File: src/rtl/core/sswp_pkg.sv
`timescale 1ns / 1ps

package sswp_pkg;

	// Field widths of the read records and results.
	localparam int unsigned FLAGS_W   = 12;
	localparam int unsigned MAPQ_W    = 8;
	localparam int unsigned TARGET_W  = 16;
	localparam int unsigned POS_W     = 31;
	localparam int unsigned HEIGHT_W  = 9;

	// Configuration port.
	localparam int unsigned REG_IDX_W  = 4;
	localparam int unsigned CFG_DATA_W = 9;
	localparam logic [REG_IDX_W-1:0] REG_MIN_MAPQ = 4'd0;
	localparam logic [REG_IDX_W-1:0] REG_WINDOW   = 4'd1;

	// Register reset values.
	localparam logic [MAPQ_W-1:0]     MIN_MAPQ_RESET = 8'd1;
	localparam logic [CFG_DATA_W-1:0] WINDOW_RESET   = 9'd250;

	// Flag bits: unmapped, secondary, QC fail, duplicate and supplementary drop a read.
	localparam logic [FLAGS_W-1:0] FILTER_MASK = 12'hF04;
	localparam int unsigned FLAG_REVERSE_BIT = 4;
	localparam int unsigned FLAG_FIRST_BIT   = 6;

	// One input record.
	typedef struct packed {
		logic                       new_contig;
		logic [FLAGS_W-1:0]         flags;
		logic [MAPQ_W-1:0]          map_quality;
		logic signed [TARGET_W-1:0] target_index;
		logic [POS_W-1:0]           position;
	} item_t;

	// One result.
	typedef struct packed {
		logic [HEIGHT_W-1:0] switch_height;
		logic [POS_W-1:0]    middle_position;
	} result_t;

	// Classified operation handed from the front end to the back end.
	typedef struct packed {
		logic             clear;
		logic             keep;
		logic             emit_ok;
		logic             strand;
		logic [POS_W-1:0] position;
	} op_t;

endpackage

File: src/rtl/core/sswp_front.sv
`timescale 1ns / 1ps

module sswp_front #(
	parameter int unsigned MAX_WINDOW = 256
) (
	input  logic                              clk,
	input  logic                              arst_n,
	input  logic                              cfg_valid,
	input  logic [sswp_pkg::REG_IDX_W-1:0]    cfg_index,
	input  logic [sswp_pkg::CFG_DATA_W-1:0]   cfg_data,
	output logic                              cfg_clear,
	input  sswp_pkg::item_t                   item,
	input  logic                              accept,
	output logic                              op_push,
	output sswp_pkg::op_t                     op,
	output logic [$clog2(MAX_WINDOW)-1:0]     op_p
);

	import sswp_pkg::*;

	localparam int unsigned IDX_W = $clog2(MAX_WINDOW);
	localparam int unsigned WIN_W = $clog2(MAX_WINDOW + 1);
	localparam int unsigned RS_W  = $clog2(2 * MAX_WINDOW + 1);
	localparam int unsigned W_RESET =
		(int'(WINDOW_RESET) > MAX_WINDOW) ? MAX_WINDOW : int'(WINDOW_RESET);

	logic [MAPQ_W-1:0] min_mapq_q;
	logic [WIN_W-1:0]  window_q;
	logic [IDX_W-1:0]  ring_q;
	logic [RS_W-1:0]   seen_q;

	logic              keep;
	logic [IDX_W-1:0]  ring_base;
	logic [RS_W-1:0]   seen_base;
	logic [RS_W-1:0]   seen_next;
	logic [RS_W-1:0]   two_w;
	logic [IDX_W-1:0]  p;
	logic [WIN_W-1:0]  p_inc;
	logic [IDX_W-1:0]  ring_next;
	logic [WIN_W-1:0]  window_eff;

	// A write of the window length clears all window state.
	assign cfg_clear = cfg_valid && (cfg_index == REG_WINDOW);

	// Window length clamped to 1..MAX_WINDOW at write time.
	always_comb begin
		if (cfg_data == '0) begin
			window_eff = WIN_W'(1);
		end else if (32'(cfg_data) > 32'(MAX_WINDOW)) begin
			window_eff = WIN_W'(MAX_WINDOW);
		end else begin
			window_eff = WIN_W'(cfg_data);
		end
	end

	// Record filter.
	assign keep = ((item.flags & FILTER_MASK) == '0)
		&& (item.map_quality >= min_mapq_q)
		&& !item.target_index[TARGET_W-1];

	// Ring slot and read count, with a new contig clearing them first.
	always_comb begin
		ring_base = item.new_contig ? '0 : ring_q;
		seen_base = item.new_contig ? '0 : seen_q;
		two_w     = RS_W'(window_q) << 1;
		p         = (WIN_W'(ring_base) >= window_q) ? '0 : ring_base;
		p_inc     = WIN_W'(p) + 1'b1;
		ring_next = (p_inc >= window_q) ? '0 : p_inc[IDX_W-1:0];
		seen_next = (seen_base < two_w) ? seen_base + 1'b1 : seen_base;
	end

	assign op_push     = accept && (keep || item.new_contig);
	assign op.clear    = item.new_contig;
	assign op.keep     = keep;
	assign op.emit_ok  = (seen_next >= two_w);
	assign op.strand   = item.flags[FLAG_FIRST_BIT] ^ ~item.flags[FLAG_REVERSE_BIT];
	assign op.position = item.position;
	assign op_p        = p;

	// Configuration registers and front-end window state.
	always_ff @(posedge clk or negedge arst_n) begin
		if (!arst_n) begin
			min_mapq_q <= MIN_MAPQ_RESET;
			window_q   <= WIN_W'(W_RESET);
			ring_q     <= '0;
			seen_q     <= '0;
		end else begin
			if (cfg_valid) begin
				unique case (cfg_index)
					REG_MIN_MAPQ: begin
						min_mapq_q <= cfg_data[MAPQ_W-1:0];
					end
					REG_WINDOW: begin
						window_q <= window_eff;
						ring_q   <= '0;
						seen_q   <= '0;
					end
					default: begin
					end
				endcase
			end else if (accept) begin
				if (keep) begin
					ring_q <= ring_next;
					seen_q <= seen_next;
				end else if (item.new_contig) begin
					ring_q <= '0;
					seen_q <= '0;
				end
			end
		end
	end

endmodule

File: config.mk
export PLATFORM = sky130hd
export DESIGN_NAME = sswp_front
export DESIGN_NICKNAME = d
export VERILOG_FILES = /design/src/rtl/core/sswp_pkg.sv /design/src/rtl/core/sswp_front.sv
export SDC_FILE = /design/constraint.sdc
export NUM_CORES = 1
export LEC_CHECK = 0
export ABC_AREA = 1
export BUFFER_PORTS_ARGS = -buffer_cell sky130_fd_sc_hd__buf_2
export CAP_MARGIN = 20
export CORE_ASPECT_RATIO = 1.75
export CORE_UTILIZATION = 27
export DETAILED_ROUTE_END_ITERATION = 10
export GPL_ROUTABILITY_DRIVEN = 0
export PLACE_DENSITY = 0.58
export SYNTH_ARGS = -nofsm -noshare
export SYNTH_HDL_FRONTEND = slang
export SYNTH_SLANG_ARGS = --single-unit
File: constraint.sdc
create_clock -name clk -period 4.8 [get_ports clk]
set_clock_uncertainty 0.1 [all_clocks]
set_input_delay 0.48 -clock clk [delete_from_list [all_inputs] [get_ports clk]]
set_output_delay 0.48 -clock clk [all_outputs]
set_load 0.005 [all_outputs]
==> results.md <==
- The H-tree was split into 2 levels.
- The number of I/O pins is 130.
- The critical path class is primary input to flop.
- Broken down by cell family, the worst path's largest delay share belongs to simple AND/OR/NAND/NOR gates.
- Of the total power, registers draw 0.348.
- Global routing finished with a remaining overflow of 0.
- The hold violation count in the final report is 0.
- The reported leakage power is 2.12 nW.
- The count of antenna-violating nets left after detailed routing is 0.
- The core footprint is 12,600 um2.
- The total global routing track utilization is 0.145.
- By count the netlist is led by 94 x sky130_fd_sc_hd__nand2_1, 90 x sky130_fd_sc_hd__inv_1, 55 x sky130_fd_sc_hd__nor2_1.
- Among the stages of the critical path, the cell type that occurs most often is sky130_fd_sc_hd__nand2_1.
- 0 antenna diodes ended up in the layout.
- Averaged over all synthesized cells, the footprint is 6.87 um2.
- The critical path contains buffers and inverters numbering 4 combined.
- Counting every net in the synthesized netlist gives 639.
- The max-slew violation total from the final report is 0.
- The layout net count is 661.
- The effective utilization at floorplan is 0.279.
- The number of cells traversed by the worst register-to-register path is 22.
- Summed over all nets, the switching power comes to between 0.3 and 0.4 mW.
- In this run the tightest slew margin relative to its limit is 0.444.
- Yosys mapped the design onto 36 distinct sky130hd cell types.
- The largest net degree at the start of global routing is 36.
- Among all flip-flop cells after synthesis, the most frequent one is sky130_fd_sc_hd__dfrtp_1.
- The endpoint type of the worst setup path is a flop.
- Counting the buffers created by CTS gives 5.
- The post-detailed-route wirelength per cell is 13.4 um.
- TritonCTS built the clock tree.
- The maximum clock path buffer count is 2.
- The fraction of power spent switching nets is 0.315.
- The detailed-route via count is 3,280.
- Row generation in the floorplan step produced 54 rows.
- The arrival time at the worst endpoint is 4.34 ns.
- The synthesized cell area is 3500 um2.
- The setup slack after placement is 0.269 ns.
- For this run, the detailed router's first-pass iteration total came to 4.
- The number of setup buffers added after CTS is 0.
- The fraction of power consumed by the clock network is 0.365.
- The first global-routing pass estimated 15,000 um of wire.
- The post-CTS resize count is 0.
- The endpoint of the most critical register-to-register path is ring_q[1]$_DFFE_PN0P_.
- The via count of the first global-routing pass came to around 3,300.
- Clock-pin slew was measured on the worst setup and hold paths at approximately 0.050 ns.
- For this design the ratio of total power to cell area is 265 nW/um2.
- Traced cell by cell, the critical path runs through buf_2, nor2_1, ha_1, nand2_1, inv_1, nand2_1, nand2_1, nand2_1, nand3_2, nor2_1, ha_1, inv_1, nor3_1, nand2_1, and2_1, ha_1, nand4_1, or3b_2, nand3_1, inv_1, a21oi_1, o22ai_1.
- The data required time at the worst endpoint is 4.85 ns.
- The share of Yosys cell area claimed by the top area cell type is 0.200.
- The time the worst path needs with I/O delays and setup is roughly 4.3 ns.
- The share of total power dissipated in combinational logic is 0.287.
- The number of antenna violations at the first check in global routing is 0.
- Timing would allow up to 233 MHz.
- Of the available clock period, the critical path in the final layout requires 0.895.
- The setup TNS is 0 ns.
- The min-delay analysis places its worst path in the category primary input to asynchronous set/reset pin.
- Fill cells in the final layout number 1,368.
- The clock network latency to the later pin of the worst-skew pair is 0.28 ns.
- The clock root buffer is sky130_fd_sc_hd__clkbuf_16.
- The part of the Yosys area used for sequential elements is 0.253.
- In this run the vertical extent of the chip is roughly 150 um.
- Dividing the detail-routed via count by the number of cells gives between 4 and 5.
- Sorting the synthesized cells by area gives the leading types as sky130_fd_sc_hd__dfrtp_1 20%, sky130_fd_sc_hd__ha_1 16%, sky130_fd_sc_hd__nand2_1 10%.
- The largest fanout on the critical path is 15.
- Setup repair after global routing left no endpoint under its margin.
- The area of the die is 13,500 um2.
- The detailed-route DRC error count is 0.
- Synthesis produced a netlist whose cell count is 510.
- The slowest stage of the critical path is the sky130_fd_sc_hd__or3b_2 cell.
- The setup slack of the critical path after layout is 0.505 ns.
- From left edge to right edge, the die measures 88.1 um.
- For this run, the slowest stage of the critical path takes between 0.4 and 0.5 ns.
- Internal power comes to 0.708 mW.
- In this run the critical register-to-register path is launched from ring_q[3]$_DFFE_PN0P_.
- The number of enable-type register cells in the synthesized netlist is 0.
- The most common cell in the netlist is sky130_fd_sc_hd__nand2_1.
- Buffers placed on the I/O ports in this run total 47.
- In this run, the number of DRC markers left after iteration 0 of detailed routing was 150.
- The worst register-to-register path has a setup slack of roughly 0.55 ns.
- The flow ran to the end, and the final reports show no timing, DRC or antenna violations.
- The design draws 1.03 mW.
- The relative area change from synthesis to final layout is 11.5%.
- The biggest area contributor in the post-synthesis netlist is sky130_fd_sc_hd__dfrtp_1.
- The synthesized design contains 35 register bits.
- STA classifies the critical path startpoint as a primary input.
- The number of buffers inserted for hold repair after clock tree synthesis is 0.
- The final number of setup-violating endpoints is 0.
- Of all flip-flops after synthesis, the portion carrying an async set or reset was 1.00.
- Clock tree synthesis found a total of 35 sinks.
- Wires add up to between 9000 and 10,000 um.
- The total half-perimeter wirelength after legalization and detailed placement is 7780 um.
- The worst-case IR drop observed on VDD is 0.140 mV.
- Of the cells placed in the final design, the portion with a size suffix greater than 1 is 0.156.
- For this run, the number of Yosys warnings is 0.
- At the pin with the least slew margin, the transition time is 0.834 ns.
- The tool flagged a number of max-cap violations equal to 0.
[worst reg2reg max path: stages (launching register included)]
cell,delay [ns]
sky130_fd_sc_hd__dfrtp_1,0.35
sky130_fd_sc_hd__inv_1,0.08
sky130_fd_sc_hd__nor2_1,0.30
sky130_fd_sc_hd__ha_1,0.30
sky130_fd_sc_hd__nand2_1,0.11
sky130_fd_sc_hd__inv_1,0.05
sky130_fd_sc_hd__nand2_1,0.06
sky130_fd_sc_hd__nand2_1,0.04
sky130_fd_sc_hd__nand2_1,0.16
sky130_fd_sc_hd__nand3_2,0.13
sky130_fd_sc_hd__nor2_1,0.17
sky130_fd_sc_hd__ha_1,0.21
sky130_fd_sc_hd__inv_1,0.07
sky130_fd_sc_hd__nor3_1,0.24
sky130_fd_sc_hd__nand2_1,0.11
sky130_fd_sc_hd__and2_1,0.17
sky130_fd_sc_hd__ha_1,0.32
sky130_fd_sc_hd__nand4_1,0.08
sky130_fd_sc_hd__or3b_2,0.46
sky130_fd_sc_hd__nand3_1,0.14
sky130_fd_sc_hd__inv_1,0.13
sky130_fd_sc_hd__a21oi_1,0.23
sky130_fd_sc_hd__o22ai_1,0.12
[through the flow]
| stage | utilization | area (um2) | hold WS (ns) | cells |
|---|---|---|---|---|
| floorplan | - | 3500 | 0.0844 | 510 |
| global placement | 0.297 | 3730 | 0.364 | 693 |
| detailed placement | 0.297 | 3730 | 0.366 | 693 |
| CTS | 0.311 | 3910 | 0.237 | 701 |
| global route | 0.311 | 3910 | 0.277 | 701 |
| finish | 0.311 | 3910 | 0.209 | 701 |
[power groups by stage]
stage / sequential [mW] / clock [mW] / combinational (mW)
floorplan: 0.357 / 0 / 0.218
global placement: 0.363 / 0 / 0.287
detailed placement: 0.364 / 0 / 0.299
CTS: 0.359 / 0.387 / 0.301
global route: 0.362 / 0.398 / 0.340
finish: 0.360 / 0.377 / 0.297
[worst max-delay path by stage]
stage / slack, ns / cells past startpoint / to / start
floorplan: 0.76 / 25 / ring_q[3]$_DFFE_PN0P_ / item[67]
finish: 0.50 / 22 / ring_q[1]$_DFFE_PN0P_ / item[67]
CTS: 0.55 / 24 / ring_q[1]$_DFFE_PN0P_ / item[67]
global route: 0.07 / 28 / ring_q[3]$_DFFE_PN0P_ / item[67]
detailed placement: 0.27 / 24 / ring_q[1]$_DFFE_PN0P_ / item[67]
global placement: 0.31 / 24 / ring_q[1]$_DFFE_PN0P_ / item[67]
[cell type report]
cell class              instances  area (um2)  area share
multi-input cells             341        1990       0.508
flip-flops and latches         35         885       0.226
inverters                      93         349      0.0893
repair buffers                 56         303      0.0775
well taps                     168         210      0.0538
clock buffers                   6         139      0.0355
clock inverters                 2        35.0     0.00897
[state kept, by name (all words and copies together), names as in the netlist]
register / cells
seen_q: 10
window_q: 9
min_mapq_q: 8
ring_q: 8
[layout by cell type, fill, tap and decap left out, drive strengths merged, types with 2 or more instances in the layout]
master  count
o21ai      37
a21oi      30
nand4      11
dfrtp      28
dfstp       7
buf        56
nand3b      2
and2        5
ha         44
nor2       57
xor2       10
o22ai       9
inv        93
nor3        8
nand2      95
nand3      23
o211ai      2
clkbuf      6
[routing by layer]
metal	track usage	vias up	part of all wire
met1	0.137	1487	0.38
met5	0	-	0
met4	0.0960	0	0.053
met3	0.0238	40	0.042
met2	0.273	103	0.53
li1	-	1650	-
[cells by family (layout without fill, tap and decap cells)]
logic type	count (synthesis)	after routing	share of synthesized area
DFF	35	35	0.253
xor gates and xnor gates	11	11	0.0275
buffers and inverters	134	157	0.180
AOI/OAI and AO/OA	83	83	0.130
adders and majority gates	44	44	0.157
and+or+nand+nor	203	203	0.253
(Power assumes the default switching activity.)
