===== config.mk =====
export PLATFORM = sky130hd
export DESIGN_NAME = sswp_fifo
export DESIGN_NICKNAME = d
export VERILOG_FILES = /design/src/rtl/core/sswp_fifo.sv
export SDC_FILE = /design/constraint.sdc
export NUM_CORES = 1
export LEC_CHECK = 0
export BUFFER_PORTS_ARGS = -buffer_cell sky130_fd_sc_hd__buf_2
export CAP_MARGIN = 10
export CORE_MARGIN = 4
export CORE_UTILIZATION = 35
export CTS_BUF_LIST = sky130_fd_sc_hd__clkbuf_4
export CTS_CLUSTER_DIAMETER = 200
export DETAILED_ROUTE_END_ITERATION = 10
export PLACE_DENSITY = 0.54
export SYNTH_ARGS = -nofsm -noshare
export SYNTH_HDL_FRONTEND = slang
export SYNTH_SLANG_ARGS = --single-unit
export TNS_END_PERCENT = 20

===== constraint.sdc =====
create_clock -name clk -period 1.9 [get_ports clk]
set_clock_uncertainty 0.1 [all_clocks]
set_input_delay 0.19 -clock clk [delete_from_list [all_inputs] [get_ports clk]]
set_output_delay 0.19 -clock clk [all_outputs]
set_load 0.005 [all_outputs]

===== src/rtl/core/sswp_fifo.sv =====
`timescale 1ns / 1ps

module sswp_fifo #(
	parameter int unsigned WIDTH = 8,
	parameter int unsigned DEPTH = 4
) (
	input  logic             clk,
	input  logic             arst_n,
	input  logic             push,
	input  logic [WIDTH-1:0] wdata,
	output logic             full,
	input  logic             pop,
	output logic [WIDTH-1:0] rdata,
	output logic             empty
);

	localparam int unsigned PTR_W = (DEPTH > 1) ? $clog2(DEPTH) : 1;
	localparam int unsigned CNT_W = $clog2(DEPTH + 1);

	logic [WIDTH-1:0] store_q [DEPTH];
	logic [PTR_W-1:0] wr_ptr_q;
	logic [PTR_W-1:0] rd_ptr_q;
	logic [CNT_W-1:0] count_q;
	logic             do_push;
	logic             do_pop;

	assign full    = (count_q == CNT_W'(DEPTH));
	assign empty   = (count_q == '0);
	assign do_push = push && !full;
	assign do_pop  = pop && !empty;
	assign rdata   = store_q[rd_ptr_q];

	// Entry storage.
	always_ff @(posedge clk) begin
		if (do_push) begin
			store_q[wr_ptr_q] <= wdata;
		end
	end

	// Pointers and occupancy.
	always_ff @(posedge clk or negedge arst_n) begin
		if (!arst_n) begin
			wr_ptr_q <= '0;
			rd_ptr_q <= '0;
			count_q  <= '0;
		end else begin
			if (do_push) begin
				wr_ptr_q <= (wr_ptr_q == PTR_W'(DEPTH - 1)) ? '0 : wr_ptr_q + 1'b1;
			end
			if (do_pop) begin
				rd_ptr_q <= (rd_ptr_q == PTR_W'(DEPTH - 1)) ? '0 : rd_ptr_q + 1'b1;
			end
			if (do_push && !do_pop) begin
				count_q <= count_q + 1'b1;
			end else if (do_pop && !do_push) begin
				count_q <= count_q - 1'b1;
			end
		end
	end

endmodule


==> impl_results.md, run 1 <==
* Syn Area/Cell at 20.5 um^2
* Post-Syn Nets at 98
* Reg2Reg Launch Point: count_q[2]
* Final nets at 142
* YS warnings at 0
* Final Wtd Congestion at 0.683
* Mux contribution to synthesized area at 0.151
* Finished Core Util at 0.461
* Post-Synth Simple-Gate Area at 0.0541
* Slew @ Worst Pin at 0.431 ns
* Worst skew pair latency at 0.34 ns
* Worst EP required at 2.03 ns
* Wire length per cell at 15.4 um
* Status: finished with violations
* Kind of start point of the critical path: flop
* Crit path DAT at 2.04 ns
* Setup crit end: count_q[2]
* Row count at 24
* Initial antenna violation count at 0
* Static Leak at 0.000782 uW
* Post-layout min period at 1.91 ns
* Mapped Cells at 79
* Power Density at 1400 nW/um^2
* Most frequent cells in the layout: edfxtp_1, buf_2, dlygate4sd3_1, mux4_2, buf_4
* Setup crit end kind: flop
* Max cap viols at 0
* Clk buf depth at 2
* VDD IR-drop max at 581 uV
* Buffers on Ports at 21
* Vias in the first global route at 856
* Die span in x at 76.0 um
* Share of layout cells above drive strength 1 at 0.532
* Synth Area in Compound Gates at 0
* Largest family of logic cells by synthesized area: multiplexers
* Vias at 820
* Die ar. at 5780 um^2
* Synthesis-to-layout area growth at 25.6%
* Setup CP Type: reg2reg
* Final wirelength at 2.72 mm
* Slew HR at 0.712
* Clk root buf: clkbuf_4
* Worst reg2reg path endpoint: count_q[2]
* Iteration-0 DRC Markers at 30
* Initial Util at 0.367
* Setup violators final at 1
* Adder-cell share of the synthesized area at 0.0587
* Commonest non-fill, non-tap cell in the layout: edfxtp_1
* Reg2reg setup slack at -0.01 ns
* First-pass GRT wire length at 4.43 mm
* Max FO, Critical Path at 3
* Main synth FF type: edfxtp_1
* Grt total ovfl at 0
* Synth cell types at 19
* Ys async rst share at 0.179
* Core area at 4410 um^2
* Register area share after synthesis at 0.701
* DRC at 0
* GRT Total Usage at 0.104
* Final hold vios at 0
* Non-filler cells in the finished layout at 176
* Seq cells post-synth at 39
* Post-DP HPWL at 1.83 mm
* Total I/O pin count at 22
* Final worst slack at -0.0124 ns
* R2R depth at 8
* Synthesized cell area at 1620 um^2
* # clock sinks at 39
* Post-synthesis xor/xnor area fraction at 0.0162
* Worst Setup SP: count_q[2]
* RSZ-0062 raised after global routing: yes
* CTS Buf Count at 5
* DR pass1 iterations at 5
* Cells after DPL at 154
* Peak Freq at 523 MHz
* CTS tree: built
* Fin crit share at 1.01
* Violated checks: negative setup slack
* Max Slew Vio Count at 0
* # diodes at 0
* Largest net degree at the start of global routing at 12
* Antenna Nets Post-Route at 0
* Drt via density at 4.66
* Worst-path clk slew at 0.11 ns
* Post-synth EDFFs at 32
* Die Y at 76.0 um
* HP Class: in2async
* Htree depth at 2
## critical path, stage by stage (launching register included)
cell	delay, ns
dfrtp_1	0.44
nor3b_4	0.18
nor2b_2	0.18
ha_4	0.16
inv_2	0.03
fa_2	0.32
xor2_1	0.16
nor2_1	0.07
xor2_1	0.16
## through the flow
stage / TNS (ns) / worst slack [ns] / instance area, um^2 / total power [uW] / hold slack [ns]
final: -0.0124 / -0.0124 / 2040 / 2850 / 0.104
after global routing: -0.204 / -0.0715 / 2040 / 3060 / 0.0899
after CTS: -0.0537 / -0.0438 / 2000 / 2820 / 0.0954
after detailed placement: -0.0392 / -0.0392 / 1830 / 2330 / -0.0599
after global placement: -0.00730 / -0.00730 / 1830 / 2300 / -0.0647
after floorplan: -0.0152 / -0.0152 / 1640 / 1980 / -0.206
## how the worst min path moves through the flow
stage	cells after the start	slack, ns	from	to
detailed placement	1	-0.06	arst_n	count_q[1]
global route	2	0.09	arst_n	count_q[1]
global placement	1	-0.06	arst_n	count_q[1]
finish	2	0.10	arst_n	count_q[1]
CTS	2	0.1	arst_n	count_q[1]
floorplan	0	-0.21	arst_n	count_q[0]
## synth_stat cells, types with 2 or more instances
master    count  area (um^2)
mux4_2        8          180
nor2_1        3         11.3
ha_1          6         75.1
edfxtp_1     32          961
xor2_1        2         17.5
and2_2        4         30.0
dfrtp_1       7          175
inv_1         3         11.3
mux2_4        2         30.0
mux2_2        3         33.8
## flip-flops by register name, summed over array words and instances (netlist names)
| signal | flops |
|---|---|
| count_q | 3 |
| rd_ptr_q | 2 |
| store_q | 32 |
| wr_ptr_q | 2 |
## layout make-up
class | count | area (um^2)
fillers | 386 | 2380
multi-input cells | 34 | 484
clock inverters | 1 | 5.00
clock buffers | 7 | 52.6
repair buffers | 40 | 278
flip-flops and latches | 39 | 1140
inverters | 3 | 11.3
well taps | 52 | 65.1
## per-layer routing
layer	up-vias	GRT usage	part of all wire
met5	-	0	0
li1	391	-	-
met2	14	0.158	0.52
met3	7	0.0437	0.042
met4	0	0.0480	0.023
met1	408	0.126	0.42
## kinds of logic (layout without fill, tap and decap cells)
logic type / Yosys count / in the layout
DFF: 39 / 39
adders and majority gates: 7 / 7
and+or+nand+nor: 11 / 11
xor gates and xnor gates: 3 / 3
buffers and inverters: 6 / 51
muxes: 13 / 13
## repair_timing
| action | in CTS | in global routing |
|---|---|---|
| pin swaps | 3 | 2 |
| gates resized for setup | 5 | 5 |
| buffers inserted | 2 | 3 |
| hold buffers | 9 | 0 |
| hold endpoints to repair | 39 | 0 |
| setup endpoints to repair | 7 | 8 |
## where the power goes
part	total [uW]	switching [uW]	internal, uW
Sequential	1340	173	1160
Clock	430	257	173
Combinational	1080	423	659
Power figures use the tool's default switching activity.
==> run 2: changes to the inputs <==
--- a/config.mk
+++ b/config.mk
@@ -9,8 +9,8 @@
 export CAP_MARGIN = 10
 export CORE_MARGIN = 4
 export CORE_UTILIZATION = 35
-export CTS_BUF_LIST = sky130_fd_sc_hd__clkbuf_4
 export CTS_CLUSTER_DIAMETER = 200
+export CTS_CLUSTER_SIZE = 28
 export DETAILED_ROUTE_END_ITERATION = 10
 export PLACE_DENSITY = 0.54
 export SYNTH_ARGS = -nofsm -noshare
==> run 2 against run 1 <==
  * The flow still finishes with violations (negative setup slack)
  * Wire length is 0.40% higher
  * Via count down 5.9%
  * Sequential share of layout area increased by 2.1 points
  * Register-to-register slack is essentially flat
  * Total power grew 1.6%
  * Highest routed layer unchanged
  * Clock-buffer cell count is the same
  * Hold slack got worse by 0.086 ns
  * Largest cell class unchanged
==> impl_results.md, run 2 (same netlist as run 1, synthesis figures left out) <==
* Post-layout min period at 1.90 ns
* Setup CP Type: reg2reg
* Met3 WL at 117 um
* Crit path DAT at 2.01 ns
* Post-DP HPWL at 1.83 mm
* RSZ-0062 raised after global routing: yes
* Worst path max stage delay at 0.43 ns
* Clk root buf: clkbuf_8
* Commonest non-fill, non-tap cell in the layout: edfxtp_1
* Htree depth at 2
* HP Class: in2reg
* Final hold vios at 0
* Clk buf depth at 2
* Total I/O pin count at 22
* Slew @ Worst Pin at 0.425 ns
* First-pass GRT wire length at 4.35 mm
* Final wirelength at 2.73 mm
* GRT Total Usage at 0.102
* Most frequent cells in the layout: edfxtp_1, buf_2, mux4_2, buf_4
* Initial Util at 0.367
* Worst skew pair latency at 0.29 ns
* Reg with most FFs: store_q
* Violated checks: negative setup slack
* CTS tree: built
* Slowest cell on the critical path: dfrtp_1
* Core area at 4410 um^2
* Max Slew Vio Count at 0
* Vias in the first global route at 843
* Power Density at 1480 nW/um^2
* Max FFs per register at 32
* Setup violators final at 1
* # diodes at 0
* Final nets at 132
* Met2 wire length at 1.49 mm
* Peak Freq at 526 MHz
* VDD IR-drop max at 631 uV
* Max cap viols at 0
* WP buf/inv at 1
* DR pass1 iterations at 4
* Synthesis-to-layout area growth at 21.0%
* Slew HR at 0.717
* Largest net degree at the start of global routing at 12
* Final Wtd Congestion at 0.683
* Drt via density at 4.65
* Static Leak at 0.000743 uW
* Fin crit share at 1.00
* Wire length per cell at 16.4 um
* Finished Core Util at 0.444
* DRC at 0
* Non-filler cells in the finished layout at 166
* Vias at 772
* Worst EP required at 2.01 ns
* Die ar. at 5780 um^2
* Metal1 wirelength at 1.06 mm
* Final worst slack at -0.00167 ns
* Cell family with most CP delay: adder cells
* Die span in x at 76.0 um
* Antenna Nets Post-Route at 0
* Fillers at 394
* Setup crit end kind: flop
* Max Used Layer: met4
* Max FO, Critical Path at 3
* Largest registers: store_q (32), count_q (3)
* Iteration-0 DRC Markers at 25
* Initial antenna violation count at 0
* Status: finished with violations
* Share of layout cells above drive strength 1 at 0.544
* Row count at 24
* Buffers on Ports at 21
* Grt total ovfl at 0
* Critical Path, Cell by Cell: nor3b_4, nor2b_2, ha_4, inv_2, fa_2, xor2_1, nor2_1, xor2_1
* Cells after DPL at 154
* Die Y at 76.0 um
* # clock sinks at 39
* Kind of start point of the critical path: flop
* CTS Buf Count at 5
* Most frequent CP cell: xor2_1
* Worst-path clk slew at 0.07 ns
## run 2: cell count changes in the layout (fill, tap and decap cells not counted)
cell / previous run / this run
buf_6: 2 / 1
clkbuf_1: 0 / 2
clkbuf_8: 0 / 5
buf_4: 8 / 7
clkbuf_4: 7 / 0
dlygate4sd3_1: 9 / 1
## run 2: per-stage QoR
step | setup TNS, ns | cell area [um^2] | hold slack, ns | setup WS, ns | total power [uW]
finish | -0.00167 | 1960 | 0.0177 | -0.00167 | 2890
global route | -0.0970 | 1960 | 0.00779 | -0.0636 | 3100
CTS | -0.0977 | 1940 | 0.00402 | -0.0327 | 2890
detailed placement | -0.0392 | 1830 | -0.0599 | -0.0392 | 2330
global placement | -0.00730 | 1830 | -0.0647 | -0.00730 | 2300
floorplan | -0.0152 | 1640 | -0.206 | -0.0152 | 1980
## run 2: where the power goes
group	switching (uW)	total (uW)	internal, uW
combinational	410	1030	615
clock	268	526	257
sequential	176	1340	1160
## run 2: area by class of cell
| cell class | instances | area [um^2] | area share |
|---|---|---|---|
| Sequential cell | 39 | 1140 | 0.581 |
| Multi-Input combinational cell | 34 | 484 | 0.247 |
| Timing Repair Buffer | 30 | 179 | 0.0913 |
| Clock buffer | 7 | 76.3 | 0.0389 |
| Tap cell | 52 | 65.1 | 0.0332 |
| Inverter | 3 | 11.3 | 0.00574 |
| Clock inverter | 1 | 5.00 | 0.00255 |
## run 2: repair_timing
action,CTS,global route
setup endpoints to repair,5,8
pin swaps,3,2
gates resized for setup,2,7
endpoints found under the hold margin,7,0
buffers inserted,2,1
hold buffers,1,0
gates cloned,0,0
## run 2: worst paths after layout
path	from	to	slack (ns)	depth (start not counted)
max in group asynchronous	arst_n	rd_ptr_q[0]	1.35	2
min in group asynchronous	arst_n	count_q[1]	0.17	2
worst max-delay path	count_q[2]	count_q[2]	-0.002	8
worst max register to register	count_q[2]	count_q[2]	-0.002	8
worst min register to register	count_q[2]	count_q[2]	0.45	1
worst min-delay path	wdata[0]	store_q[3][0]	0.02	1
## run 2: layer usage
| metal | up-vias | GRT usage |
|---|---|---|
| li1 | 367 | - |
| met1 | 385 | 0.116 |
| met2 | 14 | 0.167 |
| met3 | 6 | 0.0414 |
| met4 | 0 | 0.0480 |
| met5 | - | 0 |
==> run 3: changes to the inputs <==
==> constraint.sdc (replaced) <==
create_clock -name clk -period 1.9 [get_ports clk]
set_clock_uncertainty 0.1 [all_clocks]
set_input_delay 0.19 -clock clk [delete_from_list [all_inputs] [get_ports clk]]
set_output_delay 0.19 -clock clk [all_outputs]
set_load 0.01 [all_outputs]
==> run 3 against run 2 <==
  * Largest power group unchanged
  * Wire length fell by 2.1%
  * Register-to-register slack barely moved
  * Critical endpoint is now count_q[1]
  * Total power rose by 7.1%
  * The run still ends with negative setup slack left
  * Sequential power barely moved
  * Core utilization rose by 0.62 points
==> impl_results.md, run 3 (same netlist as run 1, synthesis figures left out) <==
* Post-DP HPWL at 1.90 mm
* Vias at 779
* Peak Freq at 525 MHz
* Worst path max stage delay at 0.45 ns
* Setup_tns at -0.00374 ns
* Wire length per cell at 16.2 um
* Final Wtd Congestion at 0.672
* CTS Buf Count at 5
* Max cap viols at 0
* Initial antenna violation count at 0
* Post-Route Hold Slack at 0.0174 ns
* Hold EP: store_q[0][5]
* Critical Path, Cell by Cell: nor3b_4, nor2b_4, ha_4, inv_2, fa_2, mux2_2
* Setup violators final at 1
* Slew @ Worst Pin at 0.468 ns
* Max FO, Critical Path at 3
* Drt via density at 4.72
* First-pass GRT wire length at 4.55 mm
* Slew HR at 0.688
* Setup CP Type: reg2reg
* Core area at 4410 um^2
* Antenna Nets Post-Route at 0
* DRC at 0
* HP Class: in2reg
* Setup crit end kind: flop
* Initial Util at 0.367
* Die ar. at 5780 um^2
* Status: finished with violations
* Crit path DAT at 1.97 ns
* Vias in the first global route at 906
* Fillers at 390
* Non-filler cells in the finished layout at 165
* Pre-CTS setup slack at -0.105 ns
* Iteration-0 DRC Markers at 26
* RSZ-0062 raised after global routing: yes
* Reg2reg setup slack at -0.004 ns
* VDD IR-drop max at 578 uV
* Worst-path clk slew at 0.07 ns
* # diodes at 0
* Clk root buf: clkbuf_8
* Most frequent cells in the layout: edfxtp_1, buf_2, mux4_2, buf_4
* Total I/O pin count at 22
* Commonest non-fill, non-tap cell in the layout: edfxtp_1
* Hold Path Depth at 1
* Final hold vios at 0
* Worst reg2reg path endpoint: count_q[1]
* # clock sinks at 39
* Hold Crit Start: wdata[5]
* Area of the multi-input gates at 484 um^2
* Reg with most FFs: store_q
* Final nets at 131
* Clk buf depth at 2
* Worst EP required at 1.97 ns
* Htree depth at 2
* Share of layout cells above drive strength 1 at 0.549
* Die Y at 76.0 um
* Static Leak at 0.000756 uW
* Slowest cell on the critical path: dfrtp_2
* Row count at 24
* Grt total ovfl at 0
* Final wirelength at 2.67 mm
* GRT Total Usage at 0.104
* Fin crit share at 1.00
* CTS tree: built
* Worst skew pair latency at 0.28 ns
* Violated checks: negative setup slack
* Finished Core Util at 0.450
* Final worst slack at -0.00374 ns
* Max FFs per register at 32
* Register Area at 1140 um^2
* Buffers on Ports at 21
* DR pass1 iterations at 4
* Power Density at 1560 nW/um^2
* Kind of start point of the critical path: flop
* Synthesis-to-layout area growth at 22.7%
* Reg2Reg Launch Point: count_q[0]
* R2R depth at 6
* Cells after DPL at 155
* Post-layout min period at 1.90 ns
* Largest registers: store_q (32), count_q (3)
* Die span in x at 76.0 um
* Largest net degree at the start of global routing at 13
* Max Slew Vio Count at 0
## run 3: worst max-delay path, delay by kind of cell (launching register included)
kind,cells,cell delay [ns]
adder cells (fa/ha/maj),2,0.59
flip-flops,1,0.45
AND/OR/NAND/NOR,2,0.34
multiplexers,1,0.27
buffers and inverters,1,0.05
## run 3: per-layer routing
| layer | routed length [um] | track usage |
|---|---|---|
| met1 | 1070 | 0.114 |
| met2 | 1410 | 0.175 |
| met4 | 62 | 0.0427 |
| met3 | 135 | 0.0473 |
| met5 | 0 | 0 |
## run 3: how the worst max path moves through the flow
stage / from / endpoint / slack [ns] / cells after the start
floorplan: count_q[0] / count_q[1] / -0.07 / 7
global placement: count_q[2] / count_q[2] / -0.05 / 8
detailed placement: count_q[2] / count_q[2] / -0.10 / 8
CTS: count_q[0] / count_q[1] / -0.02 / 6
global route: count_q[1] / count_q[2] / -0.09 / 8
finish: count_q[0] / count_q[1] / -0.004 / 6
## run 3: timing repair
action	4_1_cts	5_1_grt
hold buffers	1	0
resized for setup	4	0
endpoints found under the hold margin	7	0
endpoints found under the setup margin	2	2
setup buffers	1	0
## run 3: cell type report
type                    instances  share of cell area
flip-flops and latches         39               0.573
repair buffers                 29              0.0906
multi-input cells              34               0.244
clock buffers                   5              0.0346
clock inverters                 3              0.0195
well taps                      52              0.0327
inverters                       3             0.00566
## run 3: per-stage QoR
step | instance area (um^2) | power [uW]
after floorplan | 1650 | 2050
after global placement | 1850 | 2410
after detailed placement | 1850 | 2460
after CTS | 1990 | 3160
after global routing | 1990 | 3320
final | 1990 | 3100
## run 3: report_power, final
group          internal (uW)  leakage (uW)  switching, uW
Clock                    384     0.0000556            268
Combinational            631      0.000328            483
Sequential              1170      0.000372            167
